## config.mk

```make
export PLATFORM = sky130hd
export DESIGN_NAME = ordered_list_insert_delete_find_unit
export DESIGN_NICKNAME = d
export VERILOG_FILES = /design/src/sv/olid_pkg.sv /design/src/sv/olid_cell.sv /design/src/sv/olid_pick.sv /design/src/sv/ordered_list_insert_delete_find_unit.sv
export SDC_FILE = /design/constraint.sdc
export NUM_CORES = 2
export LEC_CHECK = 0
export BUFFER_PORTS_ARGS = -buffer_cell sky130_fd_sc_hd__buf_2
export CAP_MARGIN = 25
export CORE_UTILIZATION = 40
export CTS_CLUSTER_SIZE = 24
export DETAILED_ROUTE_END_ITERATION = 12
export PLACE_DENSITY = 0.55
export SETUP_SLACK_MARGIN = 0.3
export SLEW_MARGIN = 10
export SYNTH_ARGS = -nofsm -noshare
export SYNTH_HDL_FRONTEND = slang
export SYNTH_SLANG_ARGS = --single-unit
export TNS_END_PERCENT = 20
```

## constraint.sdc

```tcl
create_clock -name clk -period 10.45 [get_ports clk]
set_input_delay 0.5225 -clock clk [delete_from_list [all_inputs] [get_ports clk]]
set_output_delay 0.5225 -clock clk [all_outputs]
set_load 0.01 [all_outputs]
```

## src/sv/olid_pkg.sv

```systemverilog
// Shared types and codes for the ordered list insert/delete/find unit.
// No dependencies; used by the cell, the match picker and the top level.
package olid_pkg;

	localparam int NAME_W = 64;
	localparam int ID_W   = 32;

	// Id value that means "no id given" for a find.
	localparam logic [ID_W-1:0] NO_ID = '1;

	typedef enum logic [1:0] {
		REQ_INSERT = 2'd0,
		REQ_DELETE = 2'd1,
		REQ_FIND   = 2'd2,
		REQ_BAD    = 2'd3
	} req_t;

	typedef enum logic [2:0] {
		ST_OK       = 3'd0,
		ST_FULL     = 3'd1,
		ST_BADPOS   = 3'd2,
		ST_NOTFOUND = 3'd3,
		ST_NOKEY    = 3'd4
	} status_t;

	// Control word broadcast to every cell of the chain.
	typedef struct packed {
		logic ins;       // shift up from the insert point, load new entry there
		logic del;       // shift down from the delete point
		logic find;      // capture match flag
		logic use_name;  // match on name tag, else on id
	} cell_ctl_t;

endpackage

```

## src/sv/olid_cell.sv

```systemverilog
// One cell of the list chain: holds one entry and its find match flag.
// Depends on olid_pkg.
module olid_cell #(
	parameter int IDX = 0
) (
	input  logic                          clk,
	input  logic                          arst_n,
	input  olid_pkg::cell_ctl_t           ctl,
	input  logic [3:0]                    pos_idx,
	input  logic                          in_list,
	input  logic [olid_pkg::NAME_W-1:0]   key,
	input  logic [olid_pkg::ID_W-1:0]     idv,
	input  logic [olid_pkg::NAME_W-1:0]   left_name,
	input  logic [olid_pkg::ID_W-1:0]     left_id,
	input  logic [olid_pkg::NAME_W-1:0]   right_name,
	input  logic [olid_pkg::ID_W-1:0]     right_id,
	output logic [olid_pkg::NAME_W-1:0]   name_q,
	output logic [olid_pkg::ID_W-1:0]     id_q,
	output logic                          hit_q
);

	logic above;
	logic at;
	logic match;

	assign above = IDX > int'(pos_idx);
	assign at    = IDX == int'(pos_idx);
	assign match = in_list &&
		(ctl.use_name ? (name_q == key) : (id_q == idv));

	// Entry storage: take from the left neighbor on insert, the right on delete.
	always_ff @(posedge clk) begin
		if (ctl.ins && above) begin
			name_q <= left_name;
			id_q   <= left_id;
		end else if (ctl.ins && at) begin
			name_q <= key;
			id_q   <= idv;
		end else if (ctl.del && (above || at)) begin
			name_q <= right_name;
			id_q   <= right_id;
		end
	end

	always_ff @(posedge clk or negedge arst_n) begin
		if (!arst_n) begin
			hit_q <= 1'b0;
		end else if (ctl.find) begin
			hit_q <= match;
		end
	end

endmodule

```

## src/sv/olid_pick.sv

```systemverilog
// Picks the lowest-index matching cell and returns its index and entry.
// Depends on olid_pkg.
module olid_pick #(
	parameter int DEPTH = 8
) (
	input  logic [DEPTH-1:0]                  hit,
	input  logic [olid_pkg::NAME_W-1:0]       names [DEPTH],
	input  logic [olid_pkg::ID_W-1:0]         ids   [DEPTH],
	output logic                              any_hit,
	output logic [$clog2(DEPTH)-1:0]          idx,
	output logic [olid_pkg::NAME_W-1:0]       name,
	output logic [olid_pkg::ID_W-1:0]         id
);

	localparam int IW = $clog2(DEPTH);

	logic [DEPTH-1:0] first;

	// Isolate the lowest set bit.
	assign first   = hit & (~hit + DEPTH'(1));
	assign any_hit = |hit;

	always_comb begin
		idx  = '0;
		name = '0;
		id   = '0;
		for (int k = 0; k < DEPTH; k++) begin
			if (first[k]) begin
				idx  = idx  | IW'(k);
				name = name | names[k];
				id   = id   | ids[k];
			end
		end
	end

endmodule

```

## src/sv/ordered_list_insert_delete_find_unit.sv

```systemverilog
// Top level of the ordered list unit: a chain of entry cells plus match picker.
// Depends on olid_pkg, olid_cell and olid_pick.
//
// Usage:
//   Request channel: drive req_type, position, name_key and id_value with start
//   high; the word is taken at a rising edge where start is high and busy low.
//   Result channel: done is high for exactly one cycle while status,
//   found_index, found_name, found_id and entry_count hold the result word.
//   The receiver cannot stall; it must take the word in that cycle.
// Timing:
//   Insert, delete and invalid requests: the result word is registered at
//   acceptance and shows in the next cycle; busy stays low, so one such
//   request per cycle while no find is in flight.
//   Find: the cells register their match flags, then the picker selects the
//   lowest matching cell and the result word is registered from it; busy is
//   high while the match flags wait for the picker.
// Reset:
//   arst_n clears the entry count (empty list), the done strobe and busy.
//   Entry contents are not cleared; only entries below the count are read.
module ordered_list_insert_delete_find_unit #(
	parameter int DEPTH = 8
) (
	input  logic        clk,
	input  logic        arst_n,
	input  logic        start,
	output logic        busy,
	input  logic [1:0]  req_type,
	input  logic [3:0]  position,
	input  logic [63:0] name_key,
	input  logic [31:0] id_value,
	output logic        done,
	output logic [2:0]  status,
	output logic [2:0]  found_index,
	output logic [63:0] found_name,
	output logic [31:0] found_id,
	output logic [3:0]  entry_count
);

	localparam int CW = $clog2(DEPTH + 1);
	localparam int IW = $clog2(DEPTH);
	localparam int XW = ((CW > 4) ? CW : 4) + 1;

	olid_pkg::req_t      req;
	olid_pkg::cell_ctl_t ctl;
	olid_pkg::status_t   status_imm;
	olid_pkg::status_t   status_q;

	logic          accept;
	logic          full;
	logic          ins_bad;
	logic          del_bad;
	logic [XW-1:0] pos_x;
	logic [XW-1:0] cnt_x;
	logic [3:0]    pos_idx;
	logic [CW-1:0] count_q;
	logic [CW-1:0] count_next;

	logic          find_s1;
	logic          nokey_s1;

	logic [olid_pkg::NAME_W-1:0] name_w [DEPTH];
	logic [olid_pkg::ID_W-1:0]   id_w   [DEPTH];
	logic [DEPTH-1:0]            hit_w;

	logic                        any_hit;
	logic [IW-1:0]               pick_idx;
	logic [olid_pkg::NAME_W-1:0] pick_name;
	logic [olid_pkg::ID_W-1:0]   pick_id;

	logic        done_q;
	logic [2:0]  found_index_q;
	logic [63:0] found_name_q;
	logic [31:0] found_id_q;
	logic [3:0]  entry_count_q;

	// Hold off new requests while a find sits between match and pick.
	assign busy   = find_s1;
	assign accept = start && !busy;
	assign req    = olid_pkg::req_t'(req_type);

	// Range checks on the 1-based position against the current count.
	assign pos_x   = XW'(position);
	assign cnt_x   = XW'(count_q);
	assign full    = count_q == CW'(DEPTH);
	assign ins_bad = (position == 4'd0) || (pos_x > cnt_x + XW'(1));
	assign del_bad = (position == 4'd0) || (pos_x > cnt_x);
	assign pos_idx = position - 4'd1;

	// Classify the request and build the broadcast control word.
	always_comb begin
		ctl          = '0;
		ctl.use_name = name_key != '0;
		status_imm   = olid_pkg::ST_OK;
		count_next   = count_q;
		unique case (req)
			olid_pkg::REQ_INSERT: begin
				if (full) begin
					status_imm = olid_pkg::ST_FULL;
				end else if (ins_bad) begin
					status_imm = olid_pkg::ST_BADPOS;
				end else begin
					ctl.ins    = accept;
					count_next = count_q + CW'(1);
				end
			end
			olid_pkg::REQ_DELETE: begin
				if (del_bad) begin
					status_imm = olid_pkg::ST_BADPOS;
				end else begin
					ctl.del    = accept;
					count_next = count_q - CW'(1);
				end
			end
			olid_pkg::REQ_FIND: begin
				ctl.find = accept;
			end
			olid_pkg::REQ_BAD: begin
				status_imm = olid_pkg::ST_BADPOS;
			end
			default: begin
				status_imm = olid_pkg::ST_BADPOS;
			end
		endcase
	end

	// Chain of cells: each cell sees its left and right neighbor's entry.
	for (genvar k = 0; k < DEPTH; k++) begin : g_cell
		logic [olid_pkg::NAME_W-1:0] left_name;
		logic [olid_pkg::ID_W-1:0]   left_id;
		logic [olid_pkg::NAME_W-1:0] right_name;
		logic [olid_pkg::ID_W-1:0]   right_id;
		logic                        in_list;

		if (k == 0) begin : g_first
			assign left_name = '0;
			assign left_id   = '0;
		end else begin : g_left
			assign left_name = name_w[k-1];
			assign left_id   = id_w[k-1];
		end

		if (k == DEPTH - 1) begin : g_last
			assign right_name = '0;
			assign right_id   = '0;
		end else begin : g_right
			assign right_name = name_w[k+1];
			assign right_id   = id_w[k+1];
		end

		assign in_list = CW'(k) < count_q;

		olid_cell #(
			.IDX(k)
		) u_cell (
			.clk       (clk),
			.arst_n    (arst_n),
			.ctl       (ctl),
			.pos_idx   (pos_idx),
			.in_list   (in_list),
			.key       (name_key),
			.idv       (id_value),
			.left_name (left_name),
			.left_id   (left_id),
			.right_name(right_name),
			.right_id  (right_id),
			.name_q    (name_w[k]),
			.id_q      (id_w[k]),
			.hit_q     (hit_w[k])
		);
	end

	olid_pick #(
		.DEPTH(DEPTH)
	) u_pick (
		.hit    (hit_w),
		.names  (name_w),
		.ids    (id_w),
		.any_hit(any_hit),
		.idx    (pick_idx),
		.name   (pick_name),
		.id     (pick_id)
	);

	// Control: count, find stage flag, result strobe.
	always_ff @(posedge clk or negedge arst_n) begin
		if (!arst_n) begin
			count_q <= '0;
			find_s1 <= 1'b0;
			done_q  <= 1'b0;
		end else begin
			if (accept) begin
				count_q <= count_next;
			end
			find_s1 <= accept && (req == olid_pkg::REQ_FIND);
			done_q  <= find_s1 || (accept && (req != olid_pkg::REQ_FIND));
		end
	end

	// Find stage payload: remember whether no key was given.
	always_ff @(posedge clk) begin
		if (accept) begin
			nokey_s1 <= (name_key == '0) && (id_value == olid_pkg::NO_ID);
		end
	end

	// Result word: find finishes from the picker, the rest at acceptance.
	always_ff @(posedge clk) begin
		if (find_s1) begin
			entry_count_q <= 4'(count_q);
			if (nokey_s1) begin
				status_q      <= olid_pkg::ST_NOKEY;
				found_index_q <= '0;
				found_name_q  <= '0;
				found_id_q    <= '0;
			end else if (any_hit) begin
				status_q      <= olid_pkg::ST_OK;
				found_index_q <= 3'(pick_idx);
				found_name_q  <= pick_name;
				found_id_q    <= pick_id;
			end else begin
				status_q      <= olid_pkg::ST_NOTFOUND;
				found_index_q <= '0;
				found_name_q  <= '0;
				found_id_q    <= '0;
			end
		end else if (accept && (req != olid_pkg::REQ_FIND)) begin
			status_q      <= status_imm;
			found_index_q <= '0;
			found_name_q  <= '0;
			found_id_q    <= '0;
			entry_count_q <= 4'(count_next);
		end
	end

	assign done        = done_q;
	assign status      = status_q;
	assign found_index = found_index_q;
	assign found_name  = found_name_q;
	assign found_id    = found_id_q;
	assign entry_count = entry_count_q;

`ifndef SYNTHESIS
	a_count_in_range: assert property (@(posedge clk) disable iff (!arst_n)
		count_q <= CW'(DEPTH))
		else $error("entry count above list depth");

	a_simple_done: assert property (@(posedge clk) disable iff (!arst_n)
		accept && (req != olid_pkg::REQ_FIND) |=> done && !busy)
		else $error("insert/delete result missing one cycle after acceptance");

	a_find_done: assert property (@(posedge clk) disable iff (!arst_n)
		accept && (req == olid_pkg::REQ_FIND) |=> busy && !done ##1 done)
		else $error("find result not delivered two cycles after acceptance");

	a_count_hold: assert property (@(posedge clk) disable iff (!arst_n)
		!accept |=> $stable(count_q))
		else $error("entry count changed without a request");
`endif

endmodule
```

==> reports/metrics.csv <==
metric,value,unit
Switching Power,3.10,mW
FF-to-FF Start,count_q[3],
R2R cell count,9,
clock power share,38.5,%
Placer Congestion,1.10,
Starting Density,40.4,%
hold slack,0.223,ns
top_reg_cell synth,edfxtp_1,
post-synth top area share,47.9,%
fillers,13100,
VDD IR-drop max,0.124,mV
WS Path Type,reg -> reg,
Vias,46400,
Syn-to-layout area delta,9.76,%
TritonCTS clock tree,done,
final antenna-violating net count,0,
setup TNS,0,ns
Cell Rows,135,
DR WL/cell,37.9,um
flop2flop setup slack,5.62,ns
IO buf count,212,
CP Cell Sequence,inv_1 -> ha_1 -> a2111oi_0 -> o211a_1 -> a21oi_1 -> or2_2 -> nor3_2 -> buf_4 -> buf_4,
sequential group share of total power,44.6,%
status,"finished, final reports clean",
Starting DRT DRC Count,8018,
Yosys reg bits,889,
Leak,20.7,nW
final worst clock skew,0.0311,ns
synth top area cells,"edfxtp_1 (48%), mux2i_1 (7.0%), xnor2_1 (6.9%)",
Cells after Synth,5194,
Max Slew Vio Count,0,
synthesized net count,5314,
vias in the first global route,42600,
Critical Path Source Type,register,
CORE AREA,0.136,mm2
Congestion Overflow GR,0,
first-pass GRT wire length,360,mm
Layout Cells excl Fill,6935,
# IOs,213,
clock root buffer,clkbuf_16,
Hold Path Class,in -> reg,
Detailed Routing Iterations Pass 1,12,
crit share post-route,46.2,%
Final nets,5172,
sw frac,31.2,%
critical-path maximum fanout,61,
Post-synth EDFFs,875,
placed insts,6719,
Slew @ Worst Pin,1.24,ns
gr usage total,37.1,%
critical path capture point type,register,
Worst-path clk slew,0.06,ns
r2r endpoint,g_cell[0].u_cell.name_q[29],
chip width,372,um
Synth Area per Inst,10.6,um2
max_slew headroom,17.5,%
Worst Hold Launch,req_type[1],
pin count of the biggest net entering global routing,193,
Worst-Skew Late Latency,0.75,ns
layout cells sized above 1,10.7,%
Synth async-reset ratio,1.57,%
Tot Pwr,9.94,mW
MaxCap Viol Count,0,
Ys Warns,0,
Routed Wire Length,263,mm
WHS Path Cells,2,
Cell Pwr Density,165,mW/mm2
Peak Freq,207,MHz
Critical Path RT,10.82,ns
vias per cell,6.69,
Most common cell on crit path,buf_4,
Hold EP,status[0],
crit-path max cell delay,0.86,ns
WP data arrival,5.20,ns
total number of H-tree levels,3,
Tmin final,4.83,ns
Syn Std Cell Area,0.0548,mm2
"Slowest-stage cell, CP",buf_4,
Die Ht,372,um
CTS Sinks,889,
placed wire-length estimate,175,mm
initial antenna violation count,24,
clk buf depth,3,
Synth cell types,73,
internal power,6.84,mW
endpoints failing hold,0,
Remaining DRCs,0,
combinational share of power,16.9,%
final setup fails,0,
die area,0.139,mm2
RSZ-0062 raised after global routing,no,
sequential element share of the synthesized area,48.6,%
Num CTS Buffers,106,
largest area contributor in the netlist,edfxtp_1,
[per-stage QoR]
stage	cell area, um2	setup WS (ns)	util, %
after CTS	60100	5.70	44.2
after global placement	56500	5.69	41.6
after global routing	60200	5.41	44.3
after floorplan	54800	1.03	-
after detailed placement	56600	5.71	41.7
final	60200	5.62	44.3
[worst max-delay path: cells and delay by family, from the launching register on]
kind	cells	cell delay, ns
buf+inv	3	1.79
simple gates	2	0.58
fa+ha+maj	1	0.35
flops	1	0.58
compound gates	3	1.06
[how the worst max path moves through the flow]
stage | cells after the start | from | slack [ns] | end
floorplan | 11 | count_q[0] | 1.03 | g_cell[1].u_cell.id_q[0]
global placement | 10 | position[1] | 5.69 | g_cell[0].u_cell.name_q[62]
detailed placement | 10 | position[1] | 5.71 | g_cell[0].u_cell.name_q[38]
CTS | 12 | count_q[1] | 5.70 | g_cell[0].u_cell.name_q[38]
global route | 12 | count_q[1] | 5.41 | g_cell[0].u_cell.name_q[29]
finish | 9 | count_q[3] | 5.62 | g_cell[0].u_cell.name_q[29]
[state kept, by name, indices dropped and copies added (netlist names)]
signal and flops:
busy 1, count_q 4, done 1, entry_count 4, found_id 32, found_index 3
found_name 64, g_cell.u_cell.hit_q 8, g_cell.u_cell.id_q 256, g_cell.u_cell.name_q 512, nokey_s1 1, status 3
[cell usage after synthesis, types with 6 or more instances]
| library cell | number |
|---|---|
| a21oi_1 | 211 |
| a221oi_1 | 96 |
| a222oi_1 | 96 |
| a22o_1 | 96 |
| a22oi_1 | 195 |
| a31oi_1 | 96 |
| buf_1 | 60 |
| buf_2 | 123 |
| buf_4 | 18 |
| buf_6 | 25 |
| clkbuf_1 | 311 |
| clkbuf_2 | 6 |
| dfrtp_1 | 14 |
| edfxtp_1 | 875 |
| ha_1 | 15 |
| inv_1 | 10 |
| mux2_1 | 40 |
| mux2_2 | 56 |
| mux2i_1 | 385 |
| nand2_1 | 596 |
| nand3_1 | 18 |
| nand4_1 | 143 |
| nor2_1 | 312 |
| nor2b_1 | 6 |
| nor3_1 | 17 |
| nor4_1 | 133 |
| o21ai_0 | 173 |
| o21ai_1 | 127 |
| o22ai_1 | 99 |
| xnor2_1 | 434 |
| xor2_1 | 338 |
[metal layers]
metal	track usage, %	up-vias	wire length, um
li1	-	19200	-
met1	46.9	23000	96300
met2	57.1	3406	116000
met3	6.96	781	27400
met4	26.3	18	22500
met5	0	-	146
[power groups by stage]
stage / clock network, mW / registers (mW) / logic, mW
after global routing: 3.96 / 4.46 / 1.72
after floorplan: 0 / 4.45 / 0.919
after global placement: 0 / 4.50 / 1.61
after detailed placement: 0 / 4.50 / 1.62
final: 3.82 / 4.44 / 1.68
after CTS: 3.84 / 4.43 / 1.62
[cell families after synthesis]
logic type               share of synthesized area (%)
AO/OA/AOI/OAI                                     14.9
XOR/XNOR                                          12.3
adder cells (fa/ha/maj)                          0.342
buffers and inverters                             4.55
flip-flops                                        48.6
multiplexers                                      9.00
AND/OR/NAND/NOR                                   10.3
[area by class of cell]
class / count / area (um2) / area share, %
Multi-Input combinational cell: 3751 / 26000 / 43.1
Antenna cell: 12 / 30.0 / 0.0499
Clock buffer: 134 / 2850 / 4.74
Inverter: 11 / 41.3 / 0.0686
Sequential cell: 889 / 26600 / 44.2
Tap cell: 1781 / 2230 / 3.70
Timing Repair Buffer: 293 / 1850 / 3.08
Clock inverter: 64 / 594 / 0.987
[timing repair]
item / 4_1_cts / 5_1_grt
setup buffers: 0 / 0
endpoints found under the setup margin: 0 / 0
hold buffers: 1 / 0
resized for setup: 0 / 0
endpoints found under the hold margin: 14 / 0
[placed cells by master, fill, tap and decap left out, drive strengths merged, types with 4 or more instances in the layout]
| cell | instances |
|---|---|
| edfxtp | 875 |
| nand2 | 596 |
| xnor2 | 434 |
| mux2i | 385 |
| xor2 | 338 |
| nor2 | 314 |
| o21ai | 300 |
| buf | 291 |
| a21oi | 212 |
| a22oi | 195 |
| nand4 | 143 |
| clkbuf | 135 |
| nor4 | 134 |
| o22ai | 99 |
| a31oi | 97 |
| a22o | 96 |
| a222oi | 96 |
| a221oi | 96 |
| mux2 | 96 |
| clkinv | 46 |
| nand3 | 19 |
| nor3 | 19 |
| ha | 15 |
| dfrtp | 14 |
| inv | 14 |
| diode | 12 |
| bufinv | 10 |
| nor2b | 6 |
| or4 | 5 |
| clkinvlp | 5 |
| a221o | 4 |
| nand2b | 4 |
| a21o | 4 |
| and2 | 4 |
Power figures use the tool's default switching activity.
